### src/rtl/wpe_pkg.sv
// ----------------------------------------------------------------------------
// wpe_pkg
// Shared constants and controller/datapath interface types for the windowed
// percentile estimator.
// ----------------------------------------------------------------------------
`default_nettype none

package wpe_pkg;

  localparam int unsigned DEFAULT_WINDOW = 32;
  localparam int unsigned SAMPLE_W       = 32;
  localparam int unsigned COUNT_W        = 6;

  // floor(n / 10) == (n * 205) >> 11 for every n below 1029
  localparam int unsigned DIV10_MUL      = 205;
  localparam int unsigned DIV10_SHIFT    = 11;

  // controller -> datapath
  typedef struct packed {
    logic accept;     // input transaction taken this cycle
    logic del_step;   // one step of the removal sweep (ascending)
    logic ins_first;  // start of the insertion sweep, read top entry
    logic ins_step;   // one step of the insertion sweep (descending)
    logic ins_zero;   // place the new sample at the bottom entry
    logic sel_read;   // read the entry at the selected rank
    logic sel_load;   // capture the estimate
    logic publish;    // load the output register
  } dp_cmd_t;

  // datapath -> controller
  typedef struct packed {
    logic sample_nz;  // incoming sample is nonzero
    logic full;       // window holds WINDOW samples
    logic del_last;   // removal sweep is at the last entry
    logic ins_empty;  // nothing to shift before insertion
    logic ins_place;  // current entry is not above the new sample
    logic ins_bottom; // insertion sweep is at entry zero
  } dp_sts_t;

endpackage

`default_nettype wire

### src/rtl/wpe_datapath.sv
// ----------------------------------------------------------------------------
// wpe_datapath
// Ring window, sorted copy of the window, rank selection and output register.
// ----------------------------------------------------------------------------
`default_nettype none

module wpe_datapath #(
  parameter int unsigned WINDOW = wpe_pkg::DEFAULT_WINDOW
) (
  input  wire logic                          clk_i,
  input  wire logic                          rst_ni,
  input  wire logic [wpe_pkg::SAMPLE_W-1:0]  duration_sample_i,
  input  wire wpe_pkg::dp_cmd_t              cmd_i,
  output wpe_pkg::dp_sts_t                   sts_o,
  output logic      [wpe_pkg::SAMPLE_W-1:0]  work_estimate_o,
  output logic                               sample_taken_o,
  output logic      [wpe_pkg::COUNT_W-1:0]   valid_count_o
);
  import wpe_pkg::*;

  localparam int unsigned IDX_W = $clog2(WINDOW);
  localparam int unsigned CNT_W = $clog2(WINDOW + 1);
  localparam int unsigned MUL_W = CNT_W + 12;

  localparam logic [IDX_W-1:0] LAST_IDX   = IDX_W'(WINDOW - 1);
  localparam logic [CNT_W-1:0] FULL_CNT   = CNT_W'(WINDOW);
  localparam logic [MUL_W-1:0] DIV10_K    = MUL_W'(DIV10_MUL);

  // ring window, in arrival order
  logic [SAMPLE_W-1:0] ring_mem [WINDOW];
  // same samples, ascending
  logic [SAMPLE_W-1:0] sort_mem [WINDOW];

  logic [SAMPLE_W-1:0] x_q;
  logic [SAMPLE_W-1:0] evict_q;
  logic [SAMPLE_W-1:0] s_rd_q;
  logic [SAMPLE_W-1:0] est_q, est_d;
  logic                taken_q;
  logic [CNT_W-1:0]    n_q, n_d;
  logic [IDX_W-1:0]    slot_q, slot_d;
  logic [IDX_W-1:0]    k_q, k_d;
  logic [IDX_W-1:0]    len_q;
  logic                found_q, found_d;

  logic [SAMPLE_W-1:0] out_est_q;
  logic                out_taken_q;
  logic [COUNT_W-1:0]  out_cnt_q;

  logic                sample_nz;
  logic                full;
  logic                take;

  logic                s_rd_en;
  logic [IDX_W-1:0]    s_raddr;
  logic                s_we;
  logic [IDX_W-1:0]    s_waddr;
  logic [SAMPLE_W-1:0] s_wdata;

  logic [MUL_W-1:0]    div_prod;
  logic [CNT_W-1:0]    tenth;
  logic [CNT_W-1:0]    drop;
  logic [CNT_W-1:0]    rank_cnt;
  logic [CNT_W+COUNT_W-1:0] cnt_ext;

  assign sample_nz = (duration_sample_i != '0);
  assign full      = (n_q == FULL_CNT);
  assign take      = cmd_i.accept && sample_nz;

  // rank = n - 1 - max(1, n/10) for n > 1, 0 for n == 1
  assign div_prod = MUL_W'(n_q) * DIV10_K;
  assign tenth    = div_prod[DIV10_SHIFT +: CNT_W];
  assign drop     = (tenth == '0) ? CNT_W'(1) : tenth;
  assign rank_cnt = (n_q == CNT_W'(1)) ? '0 : (n_q - drop - CNT_W'(1));

  assign cnt_ext  = {{COUNT_W{1'b0}}, n_q};

  // sorted memory port control
  always_comb begin
    s_rd_en = 1'b0;
    s_raddr = '0;
    s_we    = 1'b0;
    s_waddr = '0;
    s_wdata = x_q;
    if (take) begin
      s_rd_en = 1'b1;
    end
    if (cmd_i.del_step) begin
      s_rd_en = (k_q != LAST_IDX);
      s_raddr = k_q + IDX_W'(1);
      // once the evicted value is passed, everything moves down one entry
      s_we    = found_q;
      s_waddr = k_q - IDX_W'(1);
      s_wdata = s_rd_q;
    end
    if (cmd_i.ins_first) begin
      s_rd_en = 1'b1;
      s_raddr = len_q - IDX_W'(1);
    end
    if (cmd_i.ins_step) begin
      s_rd_en = !sts_o.ins_place && (k_q != '0);
      s_raddr = k_q - IDX_W'(1);
      s_we    = 1'b1;
      s_waddr = k_q + IDX_W'(1);
      s_wdata = sts_o.ins_place ? x_q : s_rd_q;
    end
    if (cmd_i.ins_zero) begin
      s_we    = 1'b1;
      s_waddr = '0;
      s_wdata = x_q;
    end
    if (cmd_i.sel_read) begin
      s_rd_en = 1'b1;
      s_raddr = rank_cnt[IDX_W-1:0];
    end
  end

  always_ff @(posedge clk_i) begin
    if (s_we) begin
      sort_mem[s_waddr] <= s_wdata;
    end
    if (s_rd_en) begin
      s_rd_q <= sort_mem[s_raddr];
    end
  end

  // ring write and eviction read share the accept cycle; read sees old data
  always_ff @(posedge clk_i) begin
    if (take) begin
      ring_mem[slot_q] <= duration_sample_i;
      evict_q          <= ring_mem[slot_q];
    end
  end

  always_comb begin
    n_d     = n_q;
    slot_d  = slot_q;
    k_d     = k_q;
    found_d = found_q;
    est_d   = est_q;
    if (take) begin
      n_d     = full ? n_q : (n_q + CNT_W'(1));
      slot_d  = (slot_q == LAST_IDX) ? '0 : (slot_q + IDX_W'(1));
      k_d     = '0;
      found_d = 1'b0;
    end
    if (cmd_i.del_step) begin
      k_d = k_q + IDX_W'(1);
      if (!found_q && (s_rd_q == evict_q)) begin
        found_d = 1'b1;
      end
    end
    if (cmd_i.ins_first) begin
      k_d = len_q - IDX_W'(1);
    end
    if (cmd_i.ins_step) begin
      k_d = k_q - IDX_W'(1);
    end
    if (cmd_i.sel_load) begin
      est_d = s_rd_q;
    end
  end

  always_ff @(posedge clk_i or negedge rst_ni) begin
    if (!rst_ni) begin
      n_q     <= '0;
      slot_q  <= '0;
      k_q     <= '0;
      found_q <= 1'b0;
      est_q   <= '0;
      taken_q <= 1'b0;
    end else begin
      n_q     <= n_d;
      slot_q  <= slot_d;
      k_q     <= k_d;
      found_q <= found_d;
      est_q   <= est_d;
      if (cmd_i.accept) begin
        taken_q <= sample_nz;
      end
    end
  end

  always_ff @(posedge clk_i) begin
    if (take) begin
      x_q   <= duration_sample_i;
      len_q <= full ? LAST_IDX : n_q[IDX_W-1:0];
    end
    if (cmd_i.publish) begin
      out_est_q   <= est_q;
      out_taken_q <= taken_q;
      out_cnt_q   <= cnt_ext[COUNT_W-1:0];
    end
  end

  assign sts_o.sample_nz  = sample_nz;
  assign sts_o.full       = full;
  assign sts_o.del_last   = (k_q == LAST_IDX);
  assign sts_o.ins_empty  = (len_q == '0);
  assign sts_o.ins_place  = (s_rd_q <= x_q);
  assign sts_o.ins_bottom = (k_q == '0);

  assign work_estimate_o = out_est_q;
  assign sample_taken_o  = out_taken_q;
  assign valid_count_o   = out_cnt_q;

  a_count_bounded: assert property (@(posedge clk_i) disable iff (!rst_ni)
    n_q <= FULL_CNT)
    else $error("held sample count above window size");

  a_rank_in_range: assert property (@(posedge clk_i) disable iff (!rst_ni)
    cmd_i.sel_read |-> (rank_cnt < n_q))
    else $error("selected rank outside the held samples");

  a_evict_found: assert property (@(posedge clk_i) disable iff (!rst_ni)
    (cmd_i.del_step && sts_o.del_last) |-> (found_q || (s_rd_q == evict_q)))
    else $error("evicted sample missing from sorted window");

endmodule

`default_nettype wire

### src/rtl/wpe_ctrl.sv
// ----------------------------------------------------------------------------
// wpe_ctrl
// Sequencer: accepts a transaction; for a nonzero sample runs the removal
// (window full) and insertion sweeps, selects the rank; hands the result out.
// ----------------------------------------------------------------------------
`default_nettype none

module wpe_ctrl (
  input  wire logic         clk_i,
  input  wire logic         rst_ni,
  input  wire logic         in_valid_i,
  output logic              in_stall_o,
  output logic              out_valid_o,
  input  wire logic         out_stall_i,
  input  wire wpe_pkg::dp_sts_t sts_i,
  output wpe_pkg::dp_cmd_t  cmd_o
);
  import wpe_pkg::*;

  localparam logic [2:0] ST_IDLE = 3'd0;
  localparam logic [2:0] ST_DEL  = 3'd1;
  localparam logic [2:0] ST_INSP = 3'd2;
  localparam logic [2:0] ST_INS  = 3'd3;
  localparam logic [2:0] ST_INSZ = 3'd4;
  localparam logic [2:0] ST_SEL  = 3'd5;
  localparam logic [2:0] ST_SELW = 3'd6;
  localparam logic [2:0] ST_PUB  = 3'd7;

  logic [2:0] state_q, state_d;
  logic       out_valid_q, out_valid_d;
  logic       out_free;

  assign out_free = !out_valid_q || !out_stall_i;

  always_comb begin
    state_d = state_q;
    cmd_o   = '0;
    unique case (state_q)
      ST_IDLE: begin
        if (in_valid_i) begin
          cmd_o.accept = 1'b1;
          if (!sts_i.sample_nz) begin
            state_d = ST_PUB;
          end else if (sts_i.full) begin
            state_d = ST_DEL;
          end else begin
            state_d = ST_INSP;
          end
        end
      end
      ST_DEL: begin
        cmd_o.del_step = 1'b1;
        if (sts_i.del_last) begin
          state_d = ST_INSP;
        end
      end
      ST_INSP: begin
        if (sts_i.ins_empty) begin
          cmd_o.ins_zero = 1'b1;
          state_d        = ST_SEL;
        end else begin
          cmd_o.ins_first = 1'b1;
          state_d         = ST_INS;
        end
      end
      ST_INS: begin
        cmd_o.ins_step = 1'b1;
        if (sts_i.ins_place) begin
          state_d = ST_SEL;
        end else if (sts_i.ins_bottom) begin
          state_d = ST_INSZ;
        end
      end
      ST_INSZ: begin
        cmd_o.ins_zero = 1'b1;
        state_d        = ST_SEL;
      end
      ST_SEL: begin
        cmd_o.sel_read = 1'b1;
        state_d        = ST_SELW;
      end
      ST_SELW: begin
        cmd_o.sel_load = 1'b1;
        state_d        = ST_PUB;
      end
      ST_PUB: begin
        if (out_free) begin
          cmd_o.publish = 1'b1;
          state_d       = ST_IDLE;
        end
      end
      default: begin
        state_d = ST_IDLE;
      end
    endcase
  end

  always_comb begin
    out_valid_d = out_valid_q && out_stall_i;
    if (cmd_o.publish) begin
      out_valid_d = 1'b1;
    end
  end

  always_ff @(posedge clk_i or negedge rst_ni) begin
    if (!rst_ni) begin
      state_q     <= ST_IDLE;
      out_valid_q <= 1'b0;
    end else begin
      state_q     <= state_d;
      out_valid_q <= out_valid_d;
    end
  end

  assign in_stall_o  = (state_q != ST_IDLE);
  assign out_valid_o = out_valid_q;

  a_publish_free: assert property (@(posedge clk_i) disable iff (!rst_ni)
    cmd_o.publish |-> (!out_valid_q || !out_stall_i))
    else $error("output register overwritten while occupied");

  a_publish_shows: assert property (@(posedge clk_i) disable iff (!rst_ni)
    cmd_o.publish |=> out_valid_q)
    else $error("published result not presented");

  a_sample_sweeps: assert property (@(posedge clk_i) disable iff (!rst_ni)
    (cmd_o.accept && sts_i.sample_nz) |=> ((state_q == ST_DEL) || (state_q == ST_INSP)))
    else $error("nonzero sample skipped the window update");

endmodule

`default_nettype wire

### src/rtl/windowed_percentile_estimator_top.sv
// ----------------------------------------------------------------------------
// windowed_percentile_estimator_top
// Sliding-window order statistic over the last WINDOW nonzero duration
// samples; reports roughly the 90th-percentile value per transaction.
// ----------------------------------------------------------------------------
//   channel  direction  handshake                 payload
//   in       sink       in_valid_i / in_stall_o   duration_sample_i
//   out      source     out_valid_o / out_stall_i work_estimate_o, sample_taken_o,
//                                                 valid_count_o
//
// One transaction at a time. A zero sample goes straight to the output
// register. A nonzero sample runs an insertion sweep, preceded once the window
// is full by a removal sweep, over the sorted copy, one entry per cycle
// through its one read port and one write port.
// Reset clears count, write slot and estimate; the window memories need none.
// A stalled output holds the result; the next input is taken meanwhile.
// ----------------------------------------------------------------------------
`default_nettype none

module windowed_percentile_estimator_top #(
  parameter int unsigned WINDOW = wpe_pkg::DEFAULT_WINDOW
) (
  input  wire logic                          clk_i,
  input  wire logic                          rst_ni,
  input  wire logic                          in_valid_i,
  output logic                               in_stall_o,
  input  wire logic [wpe_pkg::SAMPLE_W-1:0]  duration_sample_i,
  output logic                               out_valid_o,
  input  wire logic                          out_stall_i,
  output logic      [wpe_pkg::SAMPLE_W-1:0]  work_estimate_o,
  output logic                               sample_taken_o,
  output logic      [wpe_pkg::COUNT_W-1:0]   valid_count_o
);
  import wpe_pkg::*;

  dp_cmd_t cmd;
  dp_sts_t sts;

  wpe_ctrl u_ctrl (
    .clk_i       (clk_i),
    .rst_ni      (rst_ni),
    .in_valid_i  (in_valid_i),
    .in_stall_o  (in_stall_o),
    .out_valid_o (out_valid_o),
    .out_stall_i (out_stall_i),
    .sts_i       (sts),
    .cmd_o       (cmd)
  );

  wpe_datapath #(
    .WINDOW (WINDOW)
  ) u_datapath (
    .clk_i             (clk_i),
    .rst_ni            (rst_ni),
    .duration_sample_i (duration_sample_i),
    .cmd_i             (cmd),
    .sts_o             (sts),
    .work_estimate_o   (work_estimate_o),
    .sample_taken_o    (sample_taken_o),
    .valid_count_o     (valid_count_o)
  );

endmodule

`default_nettype wire
### config.mk
export PLATFORM = sky130hd
export DESIGN_NAME = windowed_percentile_estimator_top
export DESIGN_NICKNAME = d
export VERILOG_FILES = /design/src/rtl/wpe_pkg.sv /design/src/rtl/wpe_datapath.sv /design/src/rtl/wpe_ctrl.sv /design/src/rtl/windowed_percentile_estimator_top.sv
export SDC_FILE = /design/constraint.sdc
export NUM_CORES = 2
export LEC_CHECK = 0
export BUFFER_PORTS_ARGS = -buffer_cell sky130_fd_sc_hd__buf_2
export CELL_PAD_IN_SITES_DETAIL_PLACEMENT = 1
export CELL_PAD_IN_SITES_GLOBAL_PLACEMENT = 2
export CORE_UTILIZATION = 50
export DETAILED_ROUTE_END_ITERATION = 10
export PLACE_DENSITY = 0.82
export SETUP_SLACK_MARGIN = 0.15
export SYNTH_ARGS = -nofsm -noshare
export SYNTH_HDL_FRONTEND = slang
export SYNTH_SLANG_ARGS = --single-unit
### constraint.sdc
create_clock -name clk_i -period 7.6 [get_ports clk_i]
set_input_delay 1.52 -clock clk_i [delete_from_list [all_inputs] [get_ports clk_i]]
set_output_delay 1.52 -clock clk_i [all_outputs]
set_load 0.005 [all_outputs]
# After elaboration in Yosys (flattened, before gate mapping)
# Memory sizes are Yosys's and may differ from the RTL's. A register that Yosys moved wholly into a read port is not among the register bits.
# Index checks and enable logic that the tools add are counted.
[word_totals] regBits=130 mem_bits_rw=2048 inputBits=36 output_inout_bits=41 memories=2
[classes] add_sub_neg=7 multipliers=1 order_cmp=1 n_eq_ne=17 mux=54 bitwise_logic=1 reduce_logical=19
[memory_table] name="u_datapath.ring_mem" depth=32 width=32 rd=1 rd_ports_with_merged_regs=1 wr=1 line_no="wpe_datapath.sv:30" source="logic [SAMPLE_W-1:0] ring_mem [WINDOW];"
[memory_table] name="u_datapath.sort_mem" depth=32 width=32 rd=1 rd_ports_with_merged_regs=1 wr=1 line_no="wpe_datapath.sv:32" source="logic [SAMPLE_W-1:0] sort_mem [WINDOW];"
[ops] op="2-to-1 mux 32 bit" n=4
[ops] op="2-to-1 mux 5 bit" n=13
[ops] op="equality test 32 bit" n=1
[ops] op="<= comparator 32 bit" n=1
[ops] op="nonzero test 32 bit" n=1
[ops] op="2-to-1 mux 1 bit" n=26
[ops] op="2-to-1 mux 3 bit" n=8
[ops] op="one-hot mux 3 bit (8 select lines)" n=1
[ops] op="subtractor 5 x 1 -> 5 bit, second input constant" n=3
[ops] op="multiplier 6 x 8 -> 14 bit, second input constant" n=1
[ops] op="equality test 3 bit, second input constant" n=4
[ops] op="adder 5 x 1 -> 5 bit, second input constant" n=2
[ops] op="equality test 5 bit, second input constant" n=2
[ops] op="zero test 5 bit" n=2
[ops] op="adder 6 x 1 -> 6 bit, second input constant" n=1
[ops] op="equality test 3 x 2 -> 1 bit, second input constant" n=2
[ops] op="equality test 6 x 1 -> 1 bit, second input constant" n=1
[ops] op="equality test 6 bit, second input constant" n=1
[ops] op="zero test 6 bit" n=1
[ops] op="inequality test 5 bit, second input constant" n=1
[ops] op="nonzero test 5 bit" n=1
[ops] op="subtractor 5 bit" n=1
[ops] op="logical AND 1 bit" n=4
[ops] op="zero test 1 bit" n=4
[ops] op="other kinds (13)" n=14

# Logic depth before layout (Yosys ltp)
[logic_depth] word_depth=8 mapped_depth=25 ltp_nobuf=23

# Cells and area by module
# A second synthesis with hierarchy kept.
[hier_totals] cells_unflattened=5358 area_unflattened_um2=90449.2
[modules_own_cells] mod="wpe_datapath" instances=1 cells_each=5315 area_each_um2=90115.2 seq_area_each_um2=66954.2
[modules_own_cells] mod="wpe_ctrl" instances=1 cells_each=43 area_each_um2=334.1 seq_area_each_um2=100.1

# Worst setup path before layout
# OpenSTA, ideal clock, no wires.
[synth_timing] kind="in2reg" start="in duration_sample_i[28] (netlist name)" end="mem u_datapath.ring_mem[0][0] (enable)" setup_time_ps=421 t_arrival_ps=6200 slack_ps=979 stages=7 n_path_buf=1 cell_sequence="nor4_1 nand4_1 nor2_1 nor2_1 clkbuf_1 nand2_1 nor2_1"
[synth_via] elab_chain_len=4
[synth_rtl] item="from (decl)" line_no="windowed_percentile_estimator_top.sv:27" source="input wire logic [wpe_pkg::SAMPLE_W-1:0] duration_sample_i,"
[synth_rtl] item="nonzero test 32 bit" line_no="wpe_datapath.sv:65" source="assign sample_nz = (duration_sample_i != '0);"
[synth_rtl] item="logical AND 1 bit" line_no="wpe_datapath.sv:67" source="assign take = cmd_i.accept && sample_nz;"
[synth_rtl] item="net u_datapath.take" line_no="wpe_datapath.sv:51" source="logic take;"
[synth_rtl] item="2-to-1 mux 1 bit" line_no="wpe_datapath.sv:128" source="if (take) begin"
[synth_rtl] item="2-to-1 mux 1 bit (not written as such)" line_no="wpe_datapath.sv:129" source="ring_mem[slot_q] <= duration_sample_i;"
[synth_rtl] item="to (decl)" line_no="wpe_datapath.sv:30"
# The timed path passes the listed nets, and every way through them passes these cells.

# Final worst setup path
[layout_timing] start="reg u_datapath.n_q[0]" end="reg u_datapath.s_rd_q[3] (read register of u_datapath.sort_mem), data pin"
[layout_via] elab_chain_len=7 word_cells_on_any_way=8
[layout_rtl] item="from (decl)" line_no="wpe_datapath.sv:39" source="logic [CNT_W-1:0] n_q, n_d;"
[layout_rtl] item="from (signal assigned)" line_no="wpe_datapath.sv:172" source="n_q <= n_d;"
[layout_rtl] item="multiplier 6 x 8 -> 14 bit" line_no="wpe_datapath.sv:70" source="assign div_prod = MUL_W'(n_q) * DIV10_K;"
[layout_rtl] item="zero test 6 bit" line_no="wpe_datapath.sv:72" source="assign drop = (tenth == '0) ? CNT_W'(1) : tenth;"
[layout_rtl] item="2-to-1 mux 3 bit" line_no="wpe_datapath.sv:72"
[layout_rtl] item="subtractor 5 bit" line_no="wpe_datapath.sv:73" source="assign rank_cnt = (n_q == CNT_W'(1)) ? '0 : (n_q - drop - CNT_W'(1));"
[layout_rtl] item="subtractor 5 x 1 -> 5 bit" line_no="wpe_datapath.sv:73"
[layout_rtl] item="2-to-1 mux 5 bit (*)" line_no="wpe_datapath.sv:73"
[layout_rtl] item="2-to-1 mux 5 bit (*)" line_no="wpe_datapath.sv:111" source="if (cmd_i.sel_read) begin"
[layout_rtl] item="to (decl)" line_no="wpe_datapath.sv:36" source="logic [SAMPLE_W-1:0] s_rd_q;"
# Mark *: on every way between the ends. The rest lies on a longest branch, timed or not.
# A chain may end at the register's enable or synchronous reset.

==> results.tsv <==
metric	value	unit
outcome	finished clean	
Worst path max stage delay	0.60	ns
nets	4678	
setup violators final	0	
Synth top cells by count	2,188 x edfxtp_1, 376 x mux4_2, 165 x a211oi_1, 161 x a22oi_1, 154 x clkbuf_1	
Cell Area, Placed	91900	um2
PortBufs	76	
Layout area overhead	12.9	%
share of cells above drive strength 1	24.9	%
register area share after synthesis	76.4	%
pin count of the biggest net entering global routing	97	
period utilization	85.4	%
post-route setup TNS	0	ns
htree depth	4	
Synth Cell Area	87800	um2
Mapped Cells	4362	
combinational power share	31.9	%
post-CTS sizing	0	
post-route ant nets	0	
Yosys cell types	78	
Seq pwr share	41.0	%
Worst-Skew Late Latency	0.86	ns
buffer and inverter count on the worst path	4	
cts bufs inserted	219	
Top FF cell, synth	edfxtp_1	
initial core utilization	50.4	%
Multi-input gate area	20000	um2
WL final	252000	um
Hold WC Path Type	reg2reg	
CTS tree	done	
CP Data Required Time	8.30	ns
Area contributors post-synth	edfxtp_1 75%, mux4_2 9.6%, mux2_2 1.8%	
maximum vdd drop	0.418	mV
Tmin final	6.49	ns
# Max-Cap Violations	0	
async set-reset flop share out of synthesis	2.41	%
Clock Sinks	2242	
Sw Share	33.8	%
slowest cell on the critical path	dfrtp_1	
internal power	26300	uW
Clock Skew	0.0387	ns
RD Place Congestion	0.811	
Final Slew Violations	0	
Worst-path clk slew	0.06	ns
Die ar.	177000	um2
chip width	421	um
vias	46617	
top cell type by total area after synthesis	edfxtp_1	
Post-DP HPWL	141000	um
post-CTS setup buffer count	0	
Worst Tran Pin Value	1.17	ns
register area	67100	um2
Worst Setup Start Kind	flop	
drt drc	0	
Syn Area/Cell	20.1	um2
Seq cells post-synth	2242	
EDFF count, synth	2188	
Psw	13400	uW
top cell type's share of synthesized area	74.9	%
Crit. End Element	flop	
I/O Pins	77	
syn_nets	4476	
core area	174000	um2
total global routing track utilization	28.4	%
crit path cell chain	inv_1, ha_1, ha_1, inv_1, fa_1, inv_1, ha_1, nand4_1, o21bai_1, a21o_1, a21oi_1, o21ai_0, a41o_1, or3_1, fa_1, a211oi_1, xnor2_1, or2_2, a2111o_2, buf_4, nor3b_1, a221oi_1, nand4_1	
fillers	14836	
gr ovfl total	0	
wire per inst	35.6	um
clk root buf	clkbuf_16	
clock share of power	27.2	%
Placed Instances	6668	
Synth Warn #	0	
Die Ht	421	um
Final Hold Vio Count	0	
Crit Path Class	reg2reg	
most frequent cell after synthesis	edfxtp_1	
CP top delay family	compound AO/OA/AOI/OAI gates	
RSZ-0062 raised after global routing	no	
Max-Slew Margin vs Limit	22.0	%
power density over the cells	401	nW/um2
P_leak	0.0318	uW
hold buffers post-CTS	0	
Via-to-Cell Ratio	6.58	
post-route non-filler standard cell count	7081	
num rows	153	
DRT iter0 DRCs	5875	
first-pass GRT wire length	357000	um
number of global-route vias before repair	48798	
initial antenna violation count	13	
clock buffer depth	3	
first-pass iteration count of the detailed router	5	
worst path arrival time	7.20	ns
worst-path maximum fanout	48	
Final Cell Area	99100	um2
Achievable Freq	154	MHz
-- worst register-to-register path, cell delays in order (launching register included) --
cell and delay (ns):
dfrtp_1 0.60, inv_1 0.14, ha_1 0.42, ha_1 0.18, inv_1 0.05, fa_1 0.42, inv_1 0.07, ha_1 0.22
nand4_1 0.07, o21bai_1 0.07, a21o_1 0.18, a21oi_1 0.13, o21ai_0 0.21, a41o_1 0.33, or3_1 0.43, fa_1 0.42
a211oi_1 0.30, xnor2_1 0.15, or2_2 0.33, a2111o_2 0.56, buf_4 0.40, nor3b_1 0.46, a221oi_1 0.10, nand4_1 0.12
-- metal layers --
layer / share of wire [%] / vias to the layer above / wire length (um) / GRT usage, %
li1: - / 18637 / - / -
met1: 37 / 24990 / 93600 / 36.5
met2: 51 / 2480 / 128000 / 48.4
met5: 0.0091 / - / 23 / 0
met3: 8.2 / 506 / 20600 / 4.78
met4: 3.9 / 4 / 9900 / 10.7
-- logic make-up after synthesis --
kind of cell / after synthesis / synth area share, %
compound gates: 577 / 4.83
xor+xnor: 46 / 0.459
fa+ha+maj: 78 / 1.16
buf+inv: 317 / 1.55
flops: 2242 / 76.4
mux: 599 / 12.4
simple gates: 503 / 3.20
-- cell usage in the layout, fill, tap and decap left out, drive strengths merged, types with 72 or more instances in the layout --
| master | n |
|---|---|
| edfxtp | 2188 |
| mux4 | 376 |
| clkbuf | 275 |
| buf | 232 |
| a211oi | 165 |
| a22oi | 161 |
| mux2 | 142 |
| nor2 | 103 |
| clkinv | 98 |
| o21ai | 94 |
| and3 | 89 |
| nand4 | 87 |
| mux2i | 81 |
| inv | 75 |
| ha | 72 |
-- layout make-up --
| cell class | instances | share of cell area, % |
|---|---|---|
| sequential | 2242 | 67.7 |
| multi-input combinational | 1803 | 20.2 |
| clock buffer | 275 | 5.93 |
| tap | 2325 | 2.94 |
| timing repair buffer | 232 | 1.73 |
| clock inverter | 134 | 1.27 |
| inverter | 66 | 0.250 |
| antenna | 4 | 0.0101 |
-- power by group through the flow --
| stage | clock [uW] | combinational, uW | sequential [uW] |
|---|---|---|---|
| 6_report | 10800 | 12700 | 16300 |
| 2_1_floorplan | 0 | 8260 | 16000 |
| 4_1_cts | 10900 | 12600 | 16300 |
| 3_5_place_dp | 0 | 12500 | 16500 |
| 3_3_place_gp | 0 | 12100 | 16500 |
| 5_1_grt | 11300 | 13300 | 16300 |
-- stage by stage --
stage          util [%]  setup slack (ns)  hold WS (ns)  total power, uW
2_1_floorplan         -             0.979         0.419            24300
3_3_place_gp       52.8              1.20         0.429            28600
4_1_cts            56.9              1.09         0.446            39800
5_1_grt            56.9             0.731         0.456            40900
3_5_place_dp       52.8              1.13         0.431            29000
6_report           56.9              1.11         0.448            39700
-- final timing paths --
path | from | slack [ns] | end | cells after the start
worst max-delay path | u_datapath.n_q[0] | 1.11 | u_datapath.s_rd_q[3] | 23
worst min-delay path | u_datapath.est_q[9] | 0.45 | u_datapath.work_estimate_o[9] | 0
worst max register to register | u_datapath.n_q[0] | 1.11 | u_datapath.s_rd_q[3] | 23
worst min register to register | u_datapath.est_q[9] | 0.45 | u_datapath.work_estimate_o[9] | 0
max in group asynchronous | rst_ni | 6.07 | u_datapath.slot_q[0] | 2
min in group asynchronous | rst_ni | 0.87 | u_ctrl.out_valid_o | 2
-- registers in the layout (all words and copies together), names as in the netlist, 3 cells and up --
signal	count
u_ctrl.state_q	3
u_datapath.est_q	32
u_datapath.evict_q	32
u_datapath.k_q	5
u_datapath.len_q	5
u_datapath.n_q	6
u_datapath.ring_mem	1024
u_datapath.s_rd_q	32
u_datapath.slot_q	5
u_datapath.sort_mem	1024
u_datapath.valid_count_o	6
u_datapath.work_estimate_o	32
u_datapath.x_q	32
Power figures use the tool's default switching activity.
